File: config.mk
export PLATFORM = sky130hd
export DESIGN_NAME = second_order_delta_sigma_modulator_top
export DESIGN_NICKNAME = d
export VERILOG_FILES = /design/src/sdm_pkg.sv /design/src/second_order_delta_sigma_modulator_top.sv /design/src/sdm_integ.sv
export VERILOG_INCLUDE_DIRS = /design/src /design/src/src
export SDC_FILE = /design/constraint.sdc
export NUM_CORES = 1
export LEC_CHECK = 0
export BUFFER_PORTS_ARGS = -buffer_cell sky130_fd_sc_hd__buf_2
export CORE_MARGIN = 2
export CORE_UTILIZATION = 50
export DETAILED_ROUTE_END_ITERATION = 8
export PLACE_DENSITY = 0.67
export SETUP_SLACK_MARGIN = 0.15
export SLEW_MARGIN = 20
export SYNTH_ARGS = -nofsm -noshare
export SYNTH_HDL_FRONTEND = slang
export SYNTH_SLANG_ARGS = --single-unit
File: constraint.sdc
create_clock -name aclk -period 8.9 [get_ports aclk]
set_input_delay 2.225 -clock aclk [delete_from_list [all_inputs] [get_ports aclk]]
set_output_delay 2.225 -clock aclk [all_outputs]
set_load 0.005 [all_outputs]
File: src/second_order_delta_sigma_modulator_top_macros.svh
// Assertion macros used by the modulator RTL
`ifndef SECOND_ORDER_DELTA_SIGMA_MODULATOR_TOP_MACROS_SVH
`define SECOND_ORDER_DELTA_SIGMA_MODULATOR_TOP_MACROS_SVH

// check while out of reset
`define SDM_ASSERT(label, prop, msg) \
    label: assert property (@(posedge aclk) disable iff (!aresetn) prop) else $error(msg);

// check at every edge, reset included
`define SDM_ASSERT_ALWAYS(label, prop, msg) \
    label: assert property (@(posedge aclk) prop) else $error(msg);

`endif

File: src/sdm_pkg.sv
// Package with constants, types and helpers of the delta-sigma modulator
package sdm_pkg;

    localparam int SAMPLE_W = 16;
    localparam int RATIO_W  = 7;
    localparam int MAX_RATIO = 64;
    localparam int CNT_W    = $clog2(MAX_RATIO);

    typedef logic signed [SAMPLE_W-1:0] sample_t;
    typedef logic [RATIO_W-1:0]         ratio_t;
    typedef logic [CNT_W-1:0]           step_cnt_t;

    localparam sample_t FULL_SCALE   = 16'sd32767;
    localparam ratio_t  RATIO_RESET  = 7'd18;
    localparam ratio_t  RATIO_MAX    = 7'd64;

    typedef struct packed {
        logic step_en;
        logic load_en;
    } sdm_ctrl_t;

    function automatic sample_t clamp_sample(input sample_t s);
        sample_t r;
        r = (s < -FULL_SCALE) ? -FULL_SCALE : s;
        return r;
    endfunction

    function automatic step_cnt_t last_index(input ratio_t ratio);
        step_cnt_t r;
        if (ratio == '0) begin
            r = '0;
        end else if (ratio > RATIO_MAX) begin
            r = step_cnt_t'(MAX_RATIO - 1);
        end else begin
            r = step_cnt_t'(ratio - 7'd1);
        end
        return r;
    endfunction

endpackage

File: src/second_order_delta_sigma_modulator_top.sv
// Top level of the second-order one-bit delta-sigma modulator
//
//   channel | direction | handshake           | payload
//   s_      | in        | s_valid / s_ready   | s_sample
//   m_      | out       | m_valid / m_ready   | m_bit_out, m_last_bit
//   cfg_    | in        | cfg_valid/cfg_ready | cfg_data (oversample ratio)
//
// One output beat per cycle while m_ready does not stall; an input sample yields
// max(1, min(ratio, 64)) beats, produced by the single integrator step unit.
// A new sample is taken in the cycle its predecessor's last beat is produced.
// Reset (aresetn low, synchronous) clears integrators, ratio to 18, all valids.
// A stall on m_ready holds the output register and the step counter.
`include "second_order_delta_sigma_modulator_top_macros.svh"

module second_order_delta_sigma_modulator_top
    import sdm_pkg::*;
#(
    parameter int ACC_WIDTH = 32
) (
    input  logic          aclk,
    input  logic          aresetn,
    input  logic          s_valid,
    output logic          s_ready,
    input  logic [15:0]   s_sample,
    output logic          m_valid,
    input  logic          m_ready,
    output logic          m_bit_out,
    output logic          m_last_bit,
    input  logic          cfg_valid,
    output logic          cfg_ready,
    input  logic [6:0]    cfg_data
);

    ratio_t    ratio_reg;
    logic      busy_reg;
    sample_t   sample_reg;
    step_cnt_t count_reg;
    logic      m_valid_reg;
    logic      m_bit_reg;
    logic      m_last_reg;
    step_cnt_t last_idx;
    logic      step_last;
    logic      in_fire;
    logic      bit_next;
    sdm_ctrl_t ctrl;

    assign last_idx     = last_index(ratio_reg);
    assign step_last    = (count_reg == last_idx);
    assign ctrl.step_en = busy_reg && (!m_valid_reg || m_ready);
    assign s_ready      = !busy_reg || (ctrl.step_en && step_last);
    assign in_fire      = s_valid && s_ready;
    assign ctrl.load_en = in_fire;
    assign cfg_ready    = 1'b1;

    always_ff @(posedge aclk) begin
        if (!aresetn) begin
            ratio_reg <= RATIO_RESET;
        end else if (cfg_valid && cfg_ready) begin
            ratio_reg <= cfg_data;
        end
    end

    always_ff @(posedge aclk) begin
        if (!aresetn) begin
            busy_reg  <= 1'b0;
            count_reg <= '0;
        end else if (ctrl.load_en) begin
            busy_reg  <= 1'b1;
            count_reg <= '0;
        end else if (ctrl.step_en) begin
            busy_reg  <= !step_last;
            count_reg <= count_reg + 1'b1;
        end
    end

    always_ff @(posedge aclk) begin
        if (ctrl.load_en) begin
            sample_reg <= clamp_sample(sample_t'(s_sample));
        end
    end

    sdm_integ #(
        .ACC_WIDTH (ACC_WIDTH)
    ) u_integ (
        .aclk      (aclk),
        .aresetn   (aresetn),
        .ctrl      (ctrl),
        .sample_in (sample_reg),
        .bit_next  (bit_next)
    );

    always_ff @(posedge aclk) begin
        if (!aresetn) begin
            m_valid_reg <= 1'b0;
        end else if (ctrl.step_en) begin
            m_valid_reg <= 1'b1;
        end else if (m_ready) begin
            m_valid_reg <= 1'b0;
        end
    end

    always_ff @(posedge aclk) begin
        if (ctrl.step_en) begin
            m_bit_reg  <= bit_next;
            m_last_reg <= step_last;
        end
    end

    assign m_valid    = m_valid_reg;
    assign m_bit_out  = m_bit_reg;
    assign m_last_bit = m_last_reg;

    `SDM_ASSERT(a_load_only_at_end, in_fire && busy_reg |-> ctrl.step_en && step_last, "sample taken mid-burst")
    `SDM_ASSERT(a_idle_after_last, ctrl.step_en && step_last && !in_fire |=> !busy_reg, "busy held past last beat")
    `SDM_ASSERT(a_count_in_range, busy_reg |-> count_reg <= last_idx, "step count beyond ratio")
    `SDM_ASSERT(a_last_flag, ctrl.step_en |=> m_last_bit == $past(step_last), "last flag mismatch")
    `SDM_ASSERT_ALWAYS(a_reset_clears, !aresetn |=> !m_valid && !busy_reg, "reset left a beat pending")

endmodule

File: src/sdm_integ.sv
// Two cascaded integrators with one-bit quantizer feedback
module sdm_integ
    import sdm_pkg::*;
#(
    parameter int ACC_WIDTH = 32
) (
    input  logic      aclk,
    input  logic      aresetn,
    input  sdm_ctrl_t ctrl,
    input  sample_t   sample_in,
    output logic      bit_next
);

    localparam logic [ACC_WIDTH-1:0] FB_POS =
        {{(ACC_WIDTH-SAMPLE_W){FULL_SCALE[SAMPLE_W-1]}}, FULL_SCALE};
    localparam logic [ACC_WIDTH-1:0] FB_NEG = ~FB_POS + 1'b1;

    logic [ACC_WIDTH-1:0] int1_reg, int1_next;
    logic [ACC_WIDTH-1:0] int2_reg, int2_next;
    logic [ACC_WIDTH-1:0] sample_ext;
    logic [ACC_WIDTH-1:0] fb;
    logic                 int2_pos;

    assign sample_ext = {{(ACC_WIDTH-SAMPLE_W){sample_in[SAMPLE_W-1]}}, sample_in};
    assign int2_pos   = (int2_reg != '0) && !int2_reg[ACC_WIDTH-1];
    assign fb         = int2_pos ? FB_POS : FB_NEG;

    always_comb begin
        int1_next = int1_reg + sample_ext - fb;
        int2_next = int2_reg + int1_next - fb;
    end

    assign bit_next = (int2_next != '0) && !int2_next[ACC_WIDTH-1];

    always_ff @(posedge aclk) begin
        if (!aresetn) begin
            int1_reg <= '0;
            int2_reg <= '0;
        end else if (ctrl.step_en) begin
            int1_reg <= int1_next;
            int2_reg <= int2_next;
        end
    end

endmodule
==> results by group <==
Critical path
  – Crit path DAT: 7910 ps
  – Critical path required time: 8980 ps
  – CP max stage delay: 500 ps
  – CP endpoint kind: register
  – Largest fanout on the critical path: 9
  – Crit path buf inv count: 2
  – CP dominant cell by count: fa_1
  – CP startpoint kind: register
  – Slowest CP cell: fa_1
  – Critical path class: reg -> reg
  – Delay-heaviest family, CP: compound AO/OA/AOI/OAI gates

STA
  – Fin. max-slew vios: 0
  – Tightest Pin Transition: 885 ps
  – Min Tclk post-route: 7840 ps
  – Peak Freq: 128 MHz
  – Setup-failing EPs final: 0
  – Final hold vios: 0
  – Setup TNS: 0 ps
  – Final worst-path cycle share: 88.1%
  – Clock skew: 9.38 ps
  – Slew headroom: 41.0%
  – RSZ-0062 raised after global routing: false

Route
  – Iter 0 DRT Violations: 477
  – Drt first pass iters: 5
  – Vias per cell: 5.81
  – DRT Wirelength: 22,600 µm
  – Wire length per cell: 17.2 µm
  – Via count: 7,625
  – # DRC: 0
  – Antenna Violating Nets Remaining: 0

Finish
  – Register Area: 2120 µm²
  – Multi-input logic area: 6320 µm²
  – Share of post-route cells with drive strength above 1: 8.12%
  – Nets@finish: 1,235
  – Ant diodes: 0
  – Final Non-Filler Cells: 1,313
  – # fillers: 1,714
  – P&R area growth vs syn: 5.76%
  – Final Instance Area: 9670 µm²

Synth
  – Synthesized area per cell: 8.38 µm²
  – Number of synthesized flops with an enable pin: 18
  – Asr flop ratio synth: 0%
  – Distinct cell type count after synthesis: 88
  – Dominant synthesized flop cell: dfxtp_1
  – Number of synthesized register bits: 97
  – Cell area after synthesis: 9150 µm²
  – Syn Nets: 1,248
  – Ys Warns: 0
  – Sequential area share after synthesis: 23.2%
  – Synth Instances: 1,092

Floorplanning
  – Chip height: 139 µm
  – Initial Util: 50.9%
  – Die area: 19,400 µm²
  – IO Pins: 33
  – Core footprint: 18,000 µm²
  – Row cnt: 49
  – Die width: 139 µm

Place
  – Placed cells: 1,297
  – Area after DPL: 9370 µm²
  – RePlAce Congestion: 0.889
  – Number of port buffers: 31
  – Detail Placement HPWL: 17,300 µm

GRT
  – Overflow after GRT: 0
  – Initial antenna violation count: 0
  – Vias in the first global route: 7,490
  – Largest net degree at the start of global routing: 86
  – Global-route wire length before repair: 37,600 µm
  – Gr usage total: 23.6%

CTS
  – Total CTS buffers: 9
  – Clock root buffer: clkbuf_16
  – Clk slew on worst S/H paths: 70 ps
  – CTS max path bufs: 2
  – Clock latency on the worst-skew pair: 350 ps
  – Max H-tree Level: 3
  – Count of clock tree sinks: 97
  – Hold-fix buffers, CTS: 0
  – Post_cts resized: 0
  – CTS tree: yes
  – Post-CTS Setup Bufs: 0

Run status
  – Status: complete, no violations

Job
  – Max_cap viols: 0

Worst hold path
  – Worst min-delay path category: reg -> reg
[metal layers]
layer / vias to the layer above / part of all wire (%) / global-route usage [%]
met5: - / 0 / 0
met4: 0 / 1.9 / 5.95
met3: 31 / 3.4 / 3.20
met2: 143 / 47 / 39.4
met1: 3645 / 47 / 32.6
li1: 3806 / - / -
[final timing paths]
check | start | end | slack (ps) | depth (start not counted)
max | u_integ.int2_reg[21]$_SDFFE_PN0P_ | m_bit_out$_DFFE_PP_ | 1060 | 27
min reg2reg | u_integ.int1_reg[1]$_SDFFE_PN0P_ | u_integ.int1_reg[1]$_SDFFE_PN0P_ | 460 | 2
max reg2reg | u_integ.int2_reg[21]$_SDFFE_PN0P_ | m_bit_out$_DFFE_PP_ | 1060 | 27
min | u_integ.int1_reg[1]$_SDFFE_PN0P_ | u_integ.int1_reg[1]$_SDFFE_PN0P_ | 460 | 2
[synth_stat cells (32+ instances only)]
library cell	instances	area (µm²)
fa_1	62	1240
xnor2_1	32	280
dfxtp_1	79	1580
nand2_1	81	304
a21oi_1	100	500
clkbuf_1	49	184
ha_1	66	826
o21ai_0	34	170
a21o_1	41	308
nor2_1	80	300
inv_1	116	435
[per-stage QoR]
stage | setup slack, ps | utilization, % | hold slack (ps)
floorplan | 872 | - | 436
global placement | 1340 | 52.2 | 447
detailed placement | 1190 | 52.2 | 450
CTS | 1140 | 53.8 | 461
global route | 491 | 53.8 | 474
finish | 1060 | 53.8 | 458
[area by class of cell]
cell class	count	area share, %
Multi-Input combinational cell	816	65.4
Tap cell	229	2.96
Clock inverter	5	0.466
Sequential cell	97	21.9
Clock buffer	11	2.63
Timing Repair Buffer	37	2.07
Inverter	118	4.58
[cell usage in the layout, fill, tap and decap left out, drive strengths merged, types with 8 or more instances in the layout]
cell type | netlist | final
and2 | 12 | 12
o21a | 8 | 8
a211oi | 18 | 18
buf | 11 | 37
fa | 62 | 62
a21oi | 104 | 104
nor3 | 18 | 18
nand3 | 25 | 25
or2 | 8 | 8
mux2i | 11 | 11
a21o | 42 | 42
nor4 | 16 | 16
xor2 | 25 | 25
nand2 | 81 | 81
o21ai | 44 | 44
clkbuf | 50 | 11
edfxtp | 18 | 18
nand4 | 15 | 15
nand2b | 10 | 10
o211ai | 11 | 11
xnor2 | 32 | 32
or3 | 15 | 15
nor2 | 80 | 80
inv | 117 | 121
ha | 66 | 66
and3 | 9 | 9
a31oi | 10 | 10
o21bai | 11 | 11
dfxtp | 79 | 79
[cell families (layout without fill, tap and decap cells)]
group	count (synthesis)	in the layout	share of synthesized area (%)
AND/OR/NAND/NOR	311	311	16.8
AO/OA/AOI/OAI	305	305	22.5
buffers and inverters	179	171	7.70
adder cells (fa/ha/maj)	128	128	22.6
flip-flops	97	97	23.2
XOR/XNOR	58	58	5.70
multiplexers	13	13	1.45
other	1	1	0.0410
[tightest hold or removal path: stages (launching register included)]
cell     delay (ps)
dfxtp_1         310
nand2_1          50
a21oi_1          50
Power is left out: the tool's default activity adds up to more than one toggle a clock period on the data nets, which glitch-free logic cannot reach.
